--- src/hdl/mbaf_cell.sv ---
`timescale 1ns / 1ps
// ----------------------------------------------------------------------------
// mbaf_cell
// One window column: holds the column sum and known count, hands them to the
// next cell on shift, and when enabled adds them to the running window total.
// ----------------------------------------------------------------------------
module mbaf_cell #(
    parameter int COL_SUM_W = 11,
    parameter int COL_CNT_W = 3,
    parameter int WIN_SUM_W = 13,
    parameter int WIN_CNT_W = 5
) (
    input  logic                        aclk,
    input  logic                        shift,
    input  logic                        use_en,
    input  logic signed [COL_SUM_W-1:0] col_sum_in,
    input  logic        [COL_CNT_W-1:0] col_cnt_in,
    input  logic signed [WIN_SUM_W-1:0] acc_sum_in,
    input  logic        [WIN_CNT_W-1:0] acc_cnt_in,
    output logic signed [COL_SUM_W-1:0] col_sum_out,
    output logic        [COL_CNT_W-1:0] col_cnt_out,
    output logic signed [WIN_SUM_W-1:0] acc_sum_out,
    output logic        [WIN_CNT_W-1:0] acc_cnt_out
);

    logic signed [COL_SUM_W-1:0] sum_reg;
    logic        [COL_CNT_W-1:0] cnt_reg;

    always_ff @(posedge aclk) begin
        if (shift) begin
            sum_reg <= col_sum_in;
            cnt_reg <= col_cnt_in;
        end
    end

    assign col_sum_out = sum_reg;
    assign col_cnt_out = cnt_reg;
    assign acc_sum_out = use_en ? acc_sum_in + WIN_SUM_W'(sum_reg) : acc_sum_in;
    assign acc_cnt_out = use_en ? acc_cnt_in + WIN_CNT_W'(cnt_reg) : acc_cnt_in;

endmodule

--- config.mk ---
export PLATFORM = sky130hd
export DESIGN_NAME = mbaf_cell
export DESIGN_NICKNAME = d
export VERILOG_FILES = /design/src/hdl/mbaf_cell.sv
export SDC_FILE = /design/constraint.sdc
export NUM_CORES = 1
export LEC_CHECK = 0
export BUFFER_PORTS_ARGS = -buffer_cell sky130_fd_sc_hd__buf_2
export CAP_MARGIN = 20
export CORE_MARGIN = 10
export CORE_UTILIZATION = 25
export DETAILED_ROUTE_END_ITERATION = 8
export HOLD_SLACK_MARGIN = 0.02
export PLACE_DENSITY = 0.56
export SLEW_MARGIN = 10
export SYNTH_ARGS = -nofsm -noshare
export SYNTH_HDL_FRONTEND = slang
export SYNTH_SLANG_ARGS = --single-unit
--- constraint.sdc ---
create_clock -name aclk -period 2.9 [get_ports aclk]
set_input_delay 0.58 -clock aclk [delete_from_list [all_inputs] [get_ports aclk]]
set_output_delay 0.58 -clock aclk [all_outputs]
set_load 0.01 [all_outputs]
Word-level counts from Yosys, hierarchy flattened
Cells that the tools add are included.
{ "classes": {"add_sub_neg": 2, "n_mux": 2} }
{ "ops": {"columns": ["operator", "n"], "rows": [
  ["adder 13 x 11 -> 13 bit", 1],
  ["two-way mux 13 bit", 1],
  ["adder 5 x 3 -> 5 bit", 1],
  ["two-way mux 5 bit", 1]
]} }
{ "word_totals": {"ff_bits": 14, "input_bits": 35, "out_inout_bits": 32, "word_cells": 6} }

Depth between registers and ports, before layout
Gate-level depths: netlist of run 1.
{ "logic_depth": {"ltp_word": 2, "mapped_depth": 7, "depth_no_buf": 7} }

Least setup slack after synthesis of run 1
OpenSTA, ideal clock, no wires.
{ "synth_timing": {"path_type": "input port to output port", "startpoint": "in acc_sum_in[0]", "endpoint": "out acc_sum_out[8]", "arrival_ps": 2101, "t_required_ps": 2320, "setup_slack_ps": 219, "cell_stages": 7, "path_buffers": 0, "cell_sequence": "ha_1 -> fa_1 -> a211oi_1 -> nor3_1 -> nor2_1 -> xnor2_1 -> mux2_2"} }
{ "synth_between": {"elab_chain_len": 2} }
{ "synth_lines": {"columns": ["element", "line", "source"], "rows": [
  ["start, declared", "18", "input logic signed [WIN_SUM_W-1:0] acc_sum_in,"],
  ["adder 13 x 11 -> 13 bit", "38", "assign acc_sum_out = use_en ? acc_sum_in + WIN_SUM_W'(sum_reg) : acc_sum_in;"],
  ["two-way mux 13 bit", "38", null],
  ["end, declared", "22", "output logic signed [WIN_SUM_W-1:0] acc_sum_out,"]
]} }
Every way passes these cells.

Final worst setup path of run 1
{ "layout_timing": {"startpoint": "reg sum_reg[1], in the netlist col_sum_out[1]", "endpoint": "out acc_sum_out[11]"} }
{ "layout_between": {"elab_chain_len": 2} }
{ "layout_lines": {"columns": ["element", "line", "source"], "rows": [
  ["start, declared", "26", "logic signed [COL_SUM_W-1:0] sum_reg;"],
  ["start signal, assigned", "31", "sum_reg <= col_sum_in;"],
  ["adder 13 x 11 -> 13 bit", "38", null],
  ["two-way mux 13 bit", "38", null]
]} }
Every way passes these cells.

==> results.txt, run 1 <==
Count leader, synth = ha_1
Ys Warns = 0
CTS tree = built
Core area = 5140 um2
Drt drc = 0
DIE HEIGHT = 93.11 um
CP max FO = 3
CP arrival = 2.19 ns
Slowest-stage cell, CP = edfxtp_1
Sw Pwr = 0.2539 mW
DR vias/cell = 4.493
Synth Instances = 132
Setup Viol. Count Final = 0
Hold-fix buffers, CTS = 0
Post-synth top area cell = edfxtp_1
Fin crit share = 0.9565
Synth Flop Type = edfxtp_1
CP Capture Type = output pin
Global-route usage over all layers = 0.08725
Post-route setup slack = 0.1261 ns
Filler cells = 576
Full die area = 8669 um2
H-tree levels = 1
Iter 0 DRT Violations = 58
Vias in the first global route = 1,363
Root Driver = clkbuf_8
RSZ-0062 raised after global routing = yes
Antenna Cells = 0
Final nets = 266
Critical Path Max Stage Delay = 0.44 ns
Worst hold path depth = 1
Critical path class = reg2out
Post-synthesis sequential area ratio = 0.3146
Starting Density = 0.2600
Area contributors post-synth = edfxtp_1, ha_1, mux2_2, xnor2_1, a21oi_1
GRT Residual Overflow = 0
Clk pwr share = 0.199
Wire per inst = 13.76 um
CP startpoint kind = flip-flop
Post-synthesis register bit count = 14
Worst Hold Class = in2reg
Largest net degree at the start of global routing = 15
Synth Area per Inst = 10.12 um2
WP data required = 2.32 ns
CTS buffer count = 3
Max Slew Vio Count = 0
Top post-synthesis cells by count = ha_1, edfxtp_1, a21oi_1, nand2_1
Hold Vio Cnt, Final = 0
Asr flop ratio synth = 0
Status = completed
PD cells = 397.3 nW/um2
Largest vdd supply drop = 0.2614 mV
Min-delay src = col_cnt_in[2]
Row cnt = 26
Area grow syn2layout = 44.01%
Port bufs = 66
Yosys top cell area share = 0.3146
Critical path, cell by cell = ha_1 > a21oi_1 > nand4b_1 > a211o_1 > nand4_1 > or3b_1 > buf_2
Die width = 93.11 um
CTS Sinks = 14
Fmax = 0.3605 GHz
Max clock buf depth = 2
Placed wire-length estimate = 3416 um
Final WL = 3880 um
Sequential share of power = 0.331
Worst hold endpoint = col_cnt_out[2]
Leakage = 0.8564 nW
Top-level port count = 67
Pre-antenna DRT Iters = 4
Worst-margin pin slew = 0.3261 ns
Slew headroom = 0.7803
GP Congestion = 0.7955
Comb pwr share = 0.470
Max_cap viols = 0
Crit path time final = 2.774 ns
Number of flops mapped to enable cells by yosys = 14
Int Power = 0.5107 mW
Mapped Area = 1336 um2
Clock slew at reported path FFs = 0.05 ns
Mapped Nets = 184
Count of different cell masters after synthesis = 35
Vias = 1,267
Final core utilization = 0.3744
Share of layout cells above drive strength 1 = 0.5000
Antenna-violating nets left = 0
Wire length of the first global-routing pass = 6341 um
Switching part of the total = 0.3320
Initial antenna violation count = 0
Setup TNS = 0 ns
Pre-CTS WS = -0.08415 ns
-- layout make-up --
class                      instances  area (um2)  area share
clock buffer                       3       41.29     0.02146
inverter                           6       22.52     0.01170
multi-input combinational        109       917.1      0.4766
sequential                        14       420.4      0.2185
tap                               70       87.58     0.04551
timing repair buffer              80       435.4      0.2263
-- worst max-delay path: cells and delay by family, from the launching register on --
family	cells	cell delay [ns]
and+or+nand+nor	3	0.64
DFF	1	0.44
AOI/OAI and AO/OA	2	0.43
adders and majority gates	1	0.31
buffers and inverters	1	0.15
-- metrics by stage --
step / instances / total power, mW / area (um2) / hold WS, ns
global placement: 278 / 0.6079 / 1833 / 0.7567
CTS: 281 / 0.7681 / 1879 / 0.5079
global route: 282 / 0.8245 / 1924 / 0.5065
floorplan: 132 / 0.4659 / 1336 / 0.6789
finish: 282 / 0.7646 / 1924 / 0.5126
detailed placement: 278 / 0.6100 / 1833 / 0.7583
-- placed cells by master (no fill, tap or decap), types with 2 or more instances in the layout --
cell	instances
clkbuf_8	3
buf_2	66
o311ai_0	2
o21ai_0	6
nand4_1	3
nor2_1	8
a211o_1	2
inv_1	5
buf_4	14
xnor2_1	7
a21oi_2	2
ha_4	2
ha_1	12
nand2_1	11
a211oi_1	2
nor2b_1	4
mux2_2	9
o211ai_1	4
edfxtp_1	14
xor2_1	2
a21o_1	2
a21oi_1	12
nor2_2	2
-- flip-flops by register name, indices dropped and copies added (netlist names) --
signal,cells
col_sum_out,11
col_cnt_out,3
-- power by group through the flow --
stage	combinational [mW]	sequential [mW]	clock (mW)
floorplan	0.203	0.263	0
global placement	0.351	0.257	0
detailed placement	0.353	0.257	0
CTS	0.357	0.253	0.159
global route	0.401	0.256	0.167
finish	0.360	0.253	0.152
-- metal layers --
layer	wire [um]	share of wire	track usage	vias up
met5	0	0	0	-
met4	17	0.0044	0.01542	0
met3	339	0.087	0.03357	2
met1	1754	0.45	0.1017	554
met2	1769	0.46	0.1495	46
li1	-	-	-	665
-- what timing repair did --
item / 4_1_cts / 5_1_grt
hold endpoints to repair: 0 / 0
gates resized for setup: 1 / 8
pin swaps: 2 / 6
setup endpoints to repair: 4 / 6
setup buffers: 0 / 1
-- cell families after synthesis --
| kind of cell | Yosys count | share of synthesized area |
|---|---|---|
| buf+inv | 9 | 0.03089 |
| flops | 14 | 0.3146 |
| compound gates | 39 | 0.2163 |
| xor+xnor | 9 | 0.05899 |
| mux | 9 | 0.07584 |
| simple gates | 35 | 0.1330 |
| fa+ha+maj | 17 | 0.1704 |
-- how the worst max path moves through the flow --
stage,startpoint,endpoint,slack (ns),cells after the start
final,col_sum_out[1],acc_sum_out[11],0.13,7
after global routing,col_sum_out[0],acc_sum_out[12],-0.02,9
after CTS,acc_sum_in[0],acc_sum_out[12],0.02,10
after detailed placement,acc_sum_in[0],acc_sum_out[12],-0.08,10
after global placement,acc_sum_in[0],acc_sum_out[8],-0.07,9
after floorplan,acc_sum_in[0],acc_sum_out[8],0.22,7
Power figures use the tool's default switching activity.
==> run 2: changes to the inputs <==
- HOLD_SLACK_MARGIN: 0.02 -> 0.12
- MAX_ROUTING_LAYER: not set -> met4
==> run 2 against run 1 <==
Effect of this change:
- via count barely moved
- clock power hardly changed
- worst hold slack better by 0.00098 ns
- cell count unchanged
- global-route usage up 0.25 points
- critical endpoint unchanged
- largest cell class unchanged
- highest routed layer unchanged
==> results.txt, run 2 (synthesis gave the netlist of run 1 again) <==
Total power = 0.7642 mW (about the same)
WHS = 0.5136 ns (+0.0009790 ns)
Antenna-violating nets left = 0 (unchanged)
H-tree levels = 1 (unchanged)
Max clock buf depth = 2 (unchanged)
Final WL = 3877 um (about the same)
Port bufs = 66 (unchanged)
Hold Vio Cnt, Final = 0 (unchanged)
GP Congestion = 0.8068 (+1.4%)
CTS Sinks = 14 (unchanged)
Wire per inst = 13.75 um (about the same)
WP data required = 2.32 ns (about the same)
Setup TNS = 0 ns (unchanged)
Largest net degree at the start of global routing = 15 (unchanged)
Final nets = 266 (unchanged)
Grt peak-use layer = met2
Critical Path Max Stage Delay = 0.44 ns (about the same)
Antenna Cells = 0 (unchanged)
Share of layout cells above drive strength 1 = 0.5000 (unchanged)
Worst hold path depth = 1 (unchanged)
Top-level port count = 67 (unchanged)
RSZ-0062 raised after global routing = yes
Max Slew Vio Count = 0 (unchanged)
Final std cells w/o fill = 282 (unchanged)
Min-delay src = col_cnt_in[2]
Pre-CTS WS = -0.08415 ns (unchanged)
Vias = 1,268 (+0.079%)
Worst-margin pin slew = 0.3261 ns (unchanged)
Placed wire-length estimate = 3416 um (unchanged)
WP buf/inv = 1 (unchanged)
Iter 0 DRT Violations = 61 (+5.2%)
CP startpoint kind = flip-flop
CP delay by family, top = simple AND/OR/NAND/NOR gates
Worst Hold Class = in2reg
Die width = 93.11 um (unchanged)
Hold-fix buffers, CTS = 0 (unchanged)
Crit path time final = 2.774 ns (-0.000003000 ns)
Pre-antenna DRT Iters = 4 (unchanged)
Drt drc = 0 (unchanged)
Status = completed
Slew headroom = 0.7803 (unchanged)
Post-route setup slack = 0.1261 ns (+0.000003000 ns)
Fin crit share = 0.9565 (about the same)
Global routing usage on met1 = 0.1119 (+0.01021)
Commonest non-fill, non-tap cell in the layout = buf_2
Largest vdd supply drop = 0.2597 mV (-0.66%)
Setup Viol. Count Final = 0 (unchanged)
CP max FO = 3 (unchanged)
PD cells = 397.1 nW/um2 (about the same)
Full die area = 8669 um2 (unchanged)
Critical path class = reg2out
DP Cell Count = 278 (unchanged)
Core area = 5140 um2 (unchanged)
GR Util met2 = 0.1495 (unchanged)
Initial antenna violation count = 0 (unchanged)
Clock slew at reported path FFs = 0.05 ns (about the same)
Max reg flops = 11 (unchanged)
CTS buffer count = 3 (unchanged)
Wire length of the first global-routing pass = 6313 um (-0.44%)
Fmax = 0.3605 GHz (unchanged)
Root Driver = clkbuf_8
Row cnt = 26 (unchanged)
Slowest-stage cell, CP = edfxtp_1
Critical path, cell by cell = ha_1 > a21oi_1 > nand4b_1 > a211o_1 > nand4_1 > or3b_1 > buf_2
Vias in the first global route = 1,370 (+0.51%)
Worst hold endpoint = col_cnt_out[2]
CP arrival = 2.19 ns (about the same)
CTS tree = built
Starting Density = 0.2600 (unchanged)
Most frequent cells in the layout = buf_2, edfxtp_1, buf_4
Met3 GRT Util = 0.01599 (-0.01759)
Leakage = 0.8564 nW (unchanged)
GRT Residual Overflow = 0 (unchanged)
Max_cap viols = 0 (unchanged)
DIE HEIGHT = 93.11 um (unchanged)
DR vias/cell = 4.496 (about the same)
Global-route usage over all layers = 0.08974 (+0.002487)
Area grow syn2layout = 44.01% (unchanged)
CP Capture Type = output pin
## run 2: cell counts in the layout (fill, tap and decap cells not counted)
No cell type changed its count.
## run 2: cell type report
class	count	area, um2
Clock buffer	3	41.29
Fill cell	576	3216
Sequential cell	14	420.4
Tap cell	70	87.58
Multi-Input combinational cell	109	917.1
Inverter	6	22.52
Timing Repair Buffer	80	435.4
## run 2: how the worst max path moves through the flow
stage,from,to,slack (ns),cells past startpoint
after floorplan,acc_sum_in[0],acc_sum_out[8],0.22,7
after global placement,acc_sum_in[0],acc_sum_out[8],-0.07,9
after detailed placement,acc_sum_in[0],acc_sum_out[12],-0.08,10
after CTS,acc_sum_in[0],acc_sum_out[12],0.02,10
after global routing,col_sum_out[0],acc_sum_out[12],-0.02,9
final,col_sum_out[1],acc_sum_out[11],0.13,7
## run 2: what timing repair did
action,4_1_cts,5_1_grt
buffers inserted,0,1
hold endpoints to repair,0,0
endpoints found under the setup margin,4,6
pin swaps,2,6
resized for setup,1,8
## run 2: through the flow
step                area (um2)    util
global placement          1833  0.3566
floorplan                 1336       -
detailed placement        1833  0.3566
CTS                       1879  0.3656
finish                    1924  0.3744
global route              1924  0.3744
## run 2: where the power goes
part | total [mW] | internal, mW | leakage (nW) | switching [mW]
combinational | 0.360 | 0.178 | 0.698 | 0.182
clock | 0.151 | 0.0915 | 0.0216 | 0.0597
sequential | 0.253 | 0.242 | 0.137 | 0.0114
## run 2: per-layer routing
layer	vias to the layer above	share of wire	wire, um
met2	46	0.46	1767
met4	0	0.0044	17
met5	-	0	0
li1	665	-	-
met1	555	0.49	1915
met3	2	0.046	177
