File: src/hdl/mbaf_div.sv
`timescale 1ns / 1ps
// ----------------------------------------------------------------------------
// mbaf_div
// Bit-serial signed divide of the window sum by the known count, truncating
// toward zero; one quotient bit per cycle.
// ----------------------------------------------------------------------------
module mbaf_div #(
    parameter int SUM_W = 13,
    parameter int CNT_W = 5
) (
    input  logic                    aclk,
    input  logic                    aresetn,
    input  logic                    start,
    input  logic signed [SUM_W-1:0] dividend,
    input  logic        [CNT_W-1:0] divisor,
    output logic                    done,
    output logic signed [7:0]       quotient
);

    localparam int STEP_W = $clog2(SUM_W + 1);

    logic [SUM_W-1:0]  mag_reg;
    logic [CNT_W-1:0]  rem_reg;
    logic [CNT_W-1:0]  den_reg;
    logic              neg_reg;
    logic [STEP_W-1:0] step_reg;
    logic              busy_reg;
    logic              done_reg;
    logic [CNT_W:0]    rem_sh;
    logic              fits;
    logic signed [SUM_W-1:0] q_signed;

    always_comb begin
        rem_sh   = {rem_reg, mag_reg[SUM_W-1]};
        fits     = rem_sh >= {1'b0, den_reg};
        q_signed = neg_reg ? -$signed(mag_reg) : $signed(mag_reg);
    end

    always_ff @(posedge aclk) begin
        if (!aresetn) begin
            busy_reg <= 1'b0;
            done_reg <= 1'b0;
        end else if (start) begin
            busy_reg <= 1'b1;
            done_reg <= 1'b0;
            step_reg <= STEP_W'(SUM_W);
            neg_reg  <= dividend[SUM_W-1];
            mag_reg  <= dividend[SUM_W-1] ? SUM_W'(-dividend) : SUM_W'(dividend);
            rem_reg  <= '0;
            den_reg  <= divisor;
        end else if (busy_reg) begin
            if (fits) begin
                rem_reg <= CNT_W'(rem_sh - {1'b0, den_reg});
                mag_reg <= {mag_reg[SUM_W-2:0], 1'b1};
            end else begin
                rem_reg <= rem_sh[CNT_W-1:0];
                mag_reg <= {mag_reg[SUM_W-2:0], 1'b0};
            end
            step_reg <= step_reg - 1'b1;
            if (step_reg == STEP_W'(1)) begin
                busy_reg <= 1'b0;
                done_reg <= 1'b1;
            end
        end
    end

    assign done     = done_reg;
    assign quotient = q_signed[7:0];

endmodule

File: config.mk
export PLATFORM = sky130hd
export DESIGN_NAME = mbaf_div
export DESIGN_NICKNAME = d
export VERILOG_FILES = /design/src/hdl/mbaf_div.sv
export SDC_FILE = /design/constraint.sdc
export NUM_CORES = 1
export LEC_CHECK = 0
export ABC_AREA = 1
export BUFFER_PORTS_ARGS = -buffer_cell sky130_fd_sc_hd__clkbuf_2
export CAP_MARGIN = 20
export CORE_MARGIN = 2
export CORE_UTILIZATION = 30
export CTS_CLUSTER_SIZE = 30
export DETAILED_ROUTE_END_ITERATION = 8
export GPL_TIMING_DRIVEN = 0
export HOLD_SLACK_MARGIN = 0.02
export RECOVER_POWER = 50
export SLEW_MARGIN = 20
export SYNTH_ARGS = -nofsm -noshare
export SYNTH_HDL_FRONTEND = slang
export SYNTH_SLANG_ARGS = --single-unit
File: constraint.sdc
create_clock -name aclk -period 3.1 [get_ports aclk]
set_input_delay 0.155 -clock aclk [delete_from_list [all_inputs] [get_ports aclk]]
set_output_delay 0.155 -clock aclk [all_outputs]
set_load 0.01 [all_outputs]
# After elaboration in Yosys (flattened, before gate mapping)
# Index checks and enable logic that the tools add are counted.
[classes]
add_sub_neg = 4
magnitude_cmp = 1
n_eq_ne = 1
n_mux = 11
n_bitwise = 1
n_reduce_logical = 5
[op_table]
columns = ["cell", "count"]
rows = [
  ["$mux W13", 3],
  ["$neg A13 Y13", 1],
  ["$mux W5", 2],
  ["$mux W8", 1],
  ["$neg A8 Y8", 1],
  ["$ge A6 B5 Y1", 1],
  ["$reduce_and A2 Y1", 3],
  ["$sub A5 B5 Y5", 1],
  ["$eq A4 B1 Y1 const B", 1],
  ["$mux W1", 4],
  ["$mux W4", 1],
  ["$sub A4 B1 Y4 const B", 1],
  ["$reduce_bool A2 Y1", 1],
  ["$reduce_or A2 Y1", 1],
  ["$not A1 Y1", 1],
]
[totals]
regBits = 30
input_bits = 21
out_inout_bits = 9
elab_cells = 30

# Depth between registers and ports, before layout
# Gate-level depths: netlist of the first run.
[logic_depth]
word_depth = 4
ltp_mapped = 11
depth_no_buf = 11

# Worst setup path after synthesis of the first run
# No wires, ideal clock.
[synth_path]
path_kind = "register to register"
startpoint = "register mag_reg[12]"
endpoint = "register rem_reg[0], data pin"
setup_time_ns = 0.257
arrival_time_ns = 1.499
t_required_ns = 2.843
path_slack_ns = 1.344
stages_incl_launch_ff = 11
n_path_buf = 0
synth_period_minus_slack_ns = 1.756
path_cell_list = "edfxtp_1 -> inv_1 -> ha_1 -> inv_1 -> fa_1 -> nand3_1 -> nand2_1 -> nand2_4 -> nand2_8 -> o21ai_2 -> nor2_1"
[synth_via]
elab_chain_len = 3
elab_cells_between_ends = 4
cone_classes = "add/sub (1); order compare (1); mux (2)"
[synth_lines]
columns = ["item", "line_no", "rtl"]
rows = [
  ["from (decl)", "22", "logic [SUM_W-1:0] mag_reg;"],
  ["from (signal assigned)", "48", "mag_reg <= dividend[SUM_W-1] ? SUM_W'(-dividend) : SUM_W'(dividend);"],
  ["from (signal assigned)", "54", "mag_reg <= {mag_reg[SUM_W-2:0], 1'b1};"],
  ["from (signal assigned)", "57", "mag_reg <= {mag_reg[SUM_W-2:0], 1'b0};"],
  ["$sub A5 B5 Y5 / $ge A6 B5 Y1 (equally long branches)", "53, 35", ""],
  ["$mux W5 (*)", "52", "if (fits) begin"],
  ["$mux W5 (*)", "51", "end else if (busy_reg) begin"],
  ["to (signal assigned)", "53", "rem_reg <= CNT_W'(rem_sh - {1'b0, den_reg});"],
  ["to (signal assigned)", "56", "rem_reg <= rem_sh[CNT_W-1:0];"],
  ["to (decl)", "23", "logic [CNT_W-1:0] rem_reg;"],
]
# Every way passes the cells marked *; elsewhere a longest branch is shown, timed or not. The select of a mux whose other input is x is not followed.
# A chain may end at the register's enable or synchronous reset.

# Worst setup path after layout of the first run
# Ends and elaborated chain as after synthesis.

==> results.md, run 1 <==
* Dpl cells at 331
* Design Area, Final at between 2000 and 2500 sq um
* Max IR drop VDD at around 0.22 mV
* Sw frac at 30.4%
* Leak Pwr at 0.000997 uW
* Worst Hold Class: primary input to register
* Number of distinct library cells after synthesis at 32
* Status: finished clean
* Worst setup SP type: register
* Fin. max-slew vios at 0
* Vias per inst at 4.58
* Vias in the first global route at 1515
* Met3 wire len at around 170 um
* Starting DRT DRC Count at 61
* Relative slew slack at 38.1%
* Clock transition at the registers of the reported paths at around 0.06 ns
* FP Rows at 29
* Most common library cell in the layout ignoring fill and taps: nand2_1
* Setup violators final at 0
* Die H at 84.5 um
* DR top layer: met4
* Worst Path Max Fanout at 8
* Clk sinks at 30
* Final hold violation count at 0
* Final HPWL DP at 3050 um
* Yosys warns at 0
* Post-synth EDFFs at 28
* Worst-Margin Slew at 0.926 ns
* Cell area after synthesis at 1940 sq um
* CTS tree: done
* Top delay family on crit path: adder cells
* Resized cells post-CTS at 0
* Root buf cell: clkbuf_8
* Worst-path cell chain: inv_1 > ha_1 > inv_1 > fa_1 > nand3_1 > nand2_1 > nand2_4 > nand2_8 > o21ai_2 > nor2_1
* Max cap viols at 0
* Via count at 1552
* Drt drc at 0
* Slowest cell on crit path: edfxtp_1
* Critical path class: register to register
* GR Overflow Total at 0
* Max Freq at about 530 MHz
* Clock power share at 27.5%
* Clock latency on the worst-skew pair at roughly 0.28 ns
* Core Region at 6310 sq um
* # hold bufs at CTS at 0
* Minimum clock period at between 1.5 and 2 ns
* Metal2 WL at 1790 um
* Routability cong. at between 0.8 and 0.9
* Unrepaired setup endpoints after global routing: no
* # diodes at 0
* Drt pass-1 iters at 4
* Post-synthesis sequential area ratio at a little under half
* Final WL at 3980 um
* Worst stage delay on the critical path at 0.41 ns
* Hold WS at 0.0508 ns
* Wl on met1 at between 1500 and 2000 um
* CP arrival at 1.93 ns
* Commonest cells after routing, fill and taps aside: 55 x nand2_1, 30 x inv_1, 28 x edfxtp_1
* Ys flop type: edfxtp_1
* Syn_nets at 256
* # IOs at 30
* Setup_tns at 0 ns
* Sequential cell area at between 800 and 900 sq um
* Mean Syn Cell Area at 8.63 sq um
* Synth-to-layout area growth at 15.9%
* Final Cycle Share at 61.2%
* Clk_skew at between 0.002 and 0.003 ns
* WL/cell at 11.7 um
* Post-Syn Instances at 225
* Dpl cell area at 2180 sq um
* Asr flop ratio synth at 0%
* Input/output buffers at 29
* CTS max path bufs at 2
* GRT Total Usage at approximately an eighth
* Post-DRT Antenna Nets at 0
* Most frequent CP cell: inv_1
* Nets at 292
* Critical path buffers and inverters at 2
* Post-Layout Cell Count at 339
* H-tree lvl count at 2
* Post-CTS Setup Bufs at 0
* P_sw at 328 uW
* Data required, critical path at 3.13 ns
* Die area at ~7100 sq um
* Power Density at roughly 480 nW/um^2
* First-pass GRT wire length at 6890 um
* Worst setup EP type: register
* Die extent in x at 84.5 um
* Footprint of the multi-input gates at 911 sq um
* Share of cells above drive strength 1 at 16.4%
* Comb pwr share at approximately a quarter
* Num CTS Buffers at 5
* Fill cells at 681
* Pin count of the biggest net entering global routing at 23
* Internal at 751 uW
* #FFs+latches synth at 30
* Initial antenna violation count at 0
* Largest register FFs at 13
* Starting Density at 30.8%
* Sequential Power Share at approximately 47%
[Yosys cell counts, drive strengths merged (2+ instances only)]
master | n | share of area [%]
a21oi | 9 | 2.9
buf | 5 | 1.5
edfxtp | 28 | 43
dfxtp | 2 | 2.1
xnor2 | 2 | 0.90
inv | 30 | 5.8
o21ai | 19 | 5.5
xor2 | 9 | 4.1
nand3b | 5 | 1.9
ha | 9 | 5.8
nand2 | 59 | 13
nand4 | 2 | 0.64
nor2 | 16 | 3.2
nand3 | 20 | 5.2
[path summary, 6_finish.rpt]
check / from / endpoint / slack (ns) / cells past startpoint
worst max-delay path: mag_reg[12] / rem_reg[0] / 1.20 / 10
worst min-delay path: divisor[3] / den_reg[3] / 0.05 / 1
worst max register to register: mag_reg[12] / rem_reg[0] / 1.20 / 10
worst min register to register: done / done / 0.45 / 2
[layout make-up]
class	count	area share, %
sequential	30	39.2
clock buffer	6	3.23
tap	77	4.28
timing repair buffer	29	6.12
buffer	6	1.17
multi-input combinational	158	40.5
inverter	31	5.17
clock inverter	2	0.389
[per-stage QoR]
step / util [%] / setup slack (ns) / power, uW
5_1_grt: 35.6 / 1.10 / 1150
2_1_floorplan: - / 1.34 / 716
6_report: 35.6 / 1.20 / 1080
3_5_place_dp: 34.6 / 1.22 / 795
4_1_cts: 35.9 / 1.19 / 1090
3_3_place_gp: 34.6 / 1.21 / 789
[metal layers]
metal | track usage (%) | up-vias
met3 | 3.54 | 4
met4 | 3.90 | 0
met2 | 19.1 | 26
met5 | 0 | -
met1 | 16.0 | 710
li1 | - | 812
[worst reg2reg max path, delay by kind of cell, from the launching register on]
family | cells | cell delay (ns)
compound gates | 1 | 0.11
simple gates | 5 | 0.46
flops | 1 | 0.41
buf+inv | 2 | 0.14
fa+ha+maj | 2 | 0.53
[cells by family after synthesis]
kind of cell | count (synthesis) | synth area share [%]
AOI/OAI and AO/OA | 32 | 10.3
xor gates and xnor gates | 11 | 4.96
adders and majority gates | 10 | 6.83
buffers and inverters | 37 | 7.73
DFF | 30 | 45.4
and+or+nand+nor | 105 | 24.8
[power by group through the flow]
| stage | sequential, uW | combinational [uW] | clock, uW |
|---|---|---|---|
| after floorplan | 515 | 202 | 0 |
| after global routing | 517 | 308 | 321 |
| final | 512 | 271 | 296 |
| after detailed placement | 521 | 274 | 0 |
| after global placement | 520 | 269 | 0 |
| after CTS | 512 | 277 | 306 |
(Power assumes the default switching activity.)
==> run 2, diff against run 1 <==
--- a/config.mk
+++ b/config.mk
@@ -5,7 +5,7 @@
 export SDC_FILE = /design/constraint.sdc
 export NUM_CORES = 1
 export LEC_CHECK = 0
-export ABC_AREA = 1
+export ABC_AREA = 0
 export BUFFER_PORTS_ARGS = -buffer_cell sky130_fd_sc_hd__clkbuf_2
 export CAP_MARGIN = 20
 export CORE_MARGIN = 2
==> constraint.sdc (replaced) <==
create_clock -name aclk -period 1.6 [get_ports aclk]
set_input_delay 0.08 -clock aclk [delete_from_list [all_inputs] [get_ports aclk]]
set_output_delay 0.08 -clock aclk [all_outputs]
set_load 0.01 [all_outputs]
==> results.md, run 2 <==
* Post-Layout Cell Count at 311 (was 339)
* Synth top cells by count: 28 x edfxtp_1, 18 x a21oi_1, 18 x nor2_1, 14 x inv_1, 11 x o21ai_0 (was 55 x nand2_1, 30 x inv_1, 28 x edfxtp_1, 20 x nand3_1, 15 x nor2_1)
* Input/output buffers at 29 (unchanged)
* Sequential cell area at 881 sq um (unchanged)
* Number of distinct library cells after synthesis at 35 (was 32)
* Power Density at 918 nW/um^2 (was 480 nW/um^2)
* H-tree lvl count at 2 (unchanged)
* Minimum clock period at 1.89 ns (was 1.90 ns)
* Setup violators final at 9 (was 0)
* WL/cell at 13.7 um (was 11.7 um)
* Clock transition at the registers of the reported paths at 0.07 ns (was 0.06 ns)
* Top-area cell type share of the netlist area at 46.2% (was 43.3%)
* Mean Syn Cell Area at 10.4 sq um (was 8.63 sq um)
* Commonest cells after routing, fill and taps aside: 28 x edfxtp_1, 20 x clkbuf_2, 18 x nor2_1 (was 55 x nand2_1, 30 x inv_1, 28 x edfxtp_1)
* Syn_nets at 206 (was 256)
* Die extent in x at 81.9 um (was 84.5 um)
* Pin count of the biggest net entering global routing at 24 (was 23)
* Synth-to-layout area growth at 38.9% (was 15.9%)
* Post-DRT Antenna Nets at 0 (unchanged)
* Max Freq at 530 MHz (was 528 MHz)
* Starting DRT DRC Count at 84 (was 61)
* Drt drc at 0 (unchanged)
* Initial antenna violation count at 0 (unchanged)
* GR Overflow Total at 0 (unchanged)
* Final hold violation count at 0 (unchanged)
* CP arrival at 1.94 ns (was 1.93 ns)
* Vias per inst at 4.79 (was 4.58)
* Status: finished with violations (was finished clean)
* Worst Hold Class: primary input to register (unchanged)
* Leak Pwr at 0.000976 uW (was 0.000997 uW)
* Data required, critical path at 1.65 ns (was 3.13 ns)
* Worst setup SP type: register (unchanged)
* Fill cells at 588 (was 681)
* Root buf cell: clkbuf_8 (unchanged)
* Drt pass-1 iters at 4 (unchanged)
* Max IR drop VDD at 0.326 mV (was 0.224 mV)
* Core Region at 5890 sq um (was 6310 sq um)
* Fin. max-slew vios at 0 (unchanged)
* First-pass GRT wire length at 6930 um (was 6890 um)
* Yosys warns at 0 (unchanged)
* Top cells by area, synth: edfxtp_1 46%, ha_1 6.2%, a21oi_1 5.0% (was edfxtp_1 43%, nand2_1 11%, ha_1 5.8%)
* Relative slew slack at 62.0% (was 38.1%)
* Unrepaired setup endpoints after global routing: yes (was no)
* FP Rows at 28 (was 29)
* Leading area contributor after synthesis: edfxtp_1 (unchanged)
* Final WL at 4270 um (was 3980 um)
* Most common library cell in the layout ignoring fill and taps: edfxtp_1 (was nand2_1)
* Cell area after synthesis at 1820 sq um (was 1940 sq um)
* Footprint of the multi-input gates at 1020 sq um (was 911 sq um)
* Dpl cells at 279 (was 331)
* Final HPWL DP at 2770 um (was 3050 um)
* Die H at 81.9 um (was 84.5 um)
* Num CTS Buffers at 5 (unchanged)
* Via count at 1489 (was 1552)
* Worst Path Max Fanout at 4 (was 8)
* CTS tree: done (unchanged)
* Nets at 266 (was 292)
* Asr flop ratio synth at 0% (unchanged)
* Post-synth EDFFs at 28 (unchanged)
* Die area at 6700 sq um (was 7130 sq um)
* Starting Density at 30.9% (was 30.8%)
* #FFs+latches synth at 30 (unchanged)
* Setup_tns at -1.72 ns (was 0 ns)
* Worst setup EP type: register (unchanged)
* Clk_skew at 0.00542 ns (was 0.00277 ns)
* Clock latency on the worst-skew pair at 0.29 ns (was 0.28 ns)
* Critical path class: register to register (unchanged)
* GRT Total Usage at 13.6% (was 12.1%)
* # diodes at 0 (unchanged)
* Tot Pwr at 2320 uW (was 1080 uW)
* CTS max path bufs at 2 (unchanged)
* Final Cycle Share at 118% (was 61.2%)
* Largest register FFs at 13 (unchanged)
* Setup WS post-layout at -0.288 ns (was 1.20 ns)
* Most common cell in the netlist: edfxtp_1 (was nand2_1)
* Failing checks: setup timing
* Post-synthesis sequential area ratio at 48.4% (was 45.4%)
* Max cap viols at 0 (unchanged)
* Vias in the first global route at 1483 (was 1515)
* R2r setup slk at -0.29 ns (was 1.20 ns)
* Share of cells above drive strength 1 at 34.7% (was 16.4%)
* Routability cong. at 0.839 (was 0.820)
* Post-Syn Instances at 175 (was 225)
* Clk sinks at 30 (unchanged)
* Ys flop type: edfxtp_1 (unchanged)
* # IOs at 30 (unchanged)
* Worst-Margin Slew at 0.570 ns (was 0.926 ns)
run 2: critical path: stages (launching register included):
cell      delay (ns)
edfxtp_1        0.38
inv_2           0.09
ha_4            0.13
inv_2           0.03
fa_2            0.36
a21oi_4         0.18
o21a_1          0.23
a21oi_1         0.08
o21a_1          0.17
run 2: where the power goes:
part           leakage (uW)  internal, uW  total (uW)  switching [uW]
logic              0.000647           261         562             301
registers          0.000280           932         968            35.9
clock network     0.0000504           463         790             327
total              0.000976          1660        2320             664
run 2: per-stage QoR:
stage / hold WS [ns] / instance area (sq um) / util [%] / setup slack [ns]
floorplan: 0.179 / 1830 / - / -0.214
global placement: 0.266 / 2070 / 35.2 / -0.365
detailed placement: 0.260 / 2070 / 35.2 / -0.383
CTS: 0.0410 / 2430 / 41.2 / -0.288
global route: 0.0664 / 2530 / 42.9 / -0.384
finish: 0.0635 / 2530 / 42.9 / -0.288
run 2: kinds of logic after synthesis:
kind of cell               Yosys count  share of synthesized area, %
and+or+nand+nor                     51                          14.3
AOI/OAI and AO/OA                   45                          16.2
DFF                                 30                          48.4
xor gates and xnor gates            19                          9.15
buffers and inverters               19                          4.13
adders and majority gates           10                          7.29
muxes                                1                         0.550
run 2: metal layers:
metal  up-vias  global-route usage [%]  part of all wire, %
li1        747                       -                    -
met1       707                    17.6                   46
met2        31                    22.2                   49
met3         4                    3.85                  4.4
met4         0                    4.00                 0.54
met5         -                       0                    0
run 2: cell type report:
cell class / instances / area share (%)
inverters: 14 / 2.18
flip-flops and latches: 30 / 34.9
multi-input cells: 126 / 40.4
plain buffers: 5 / 0.891
clock inverters: 3 / 1.78
repair buffers: 53 / 13.4
well taps: 75 / 3.71
clock buffers: 5 / 2.72
run 2: final timing paths:
check,from,end,depth (start not counted)
worst min register to register,done,done,2
worst max-delay path,mag_reg[12],rem_reg[0],8
worst max register to register,mag_reg[12],rem_reg[0],8
worst min-delay path,aresetn,done,2
run 2: repair_timing:
action,in CTS,in global routing
pin swaps,12,11
hold buffers,5,0
endpoints found under the hold margin,5,0
buffers inserted,12,7
setup endpoints to repair,11,34
resized for setup,23,18
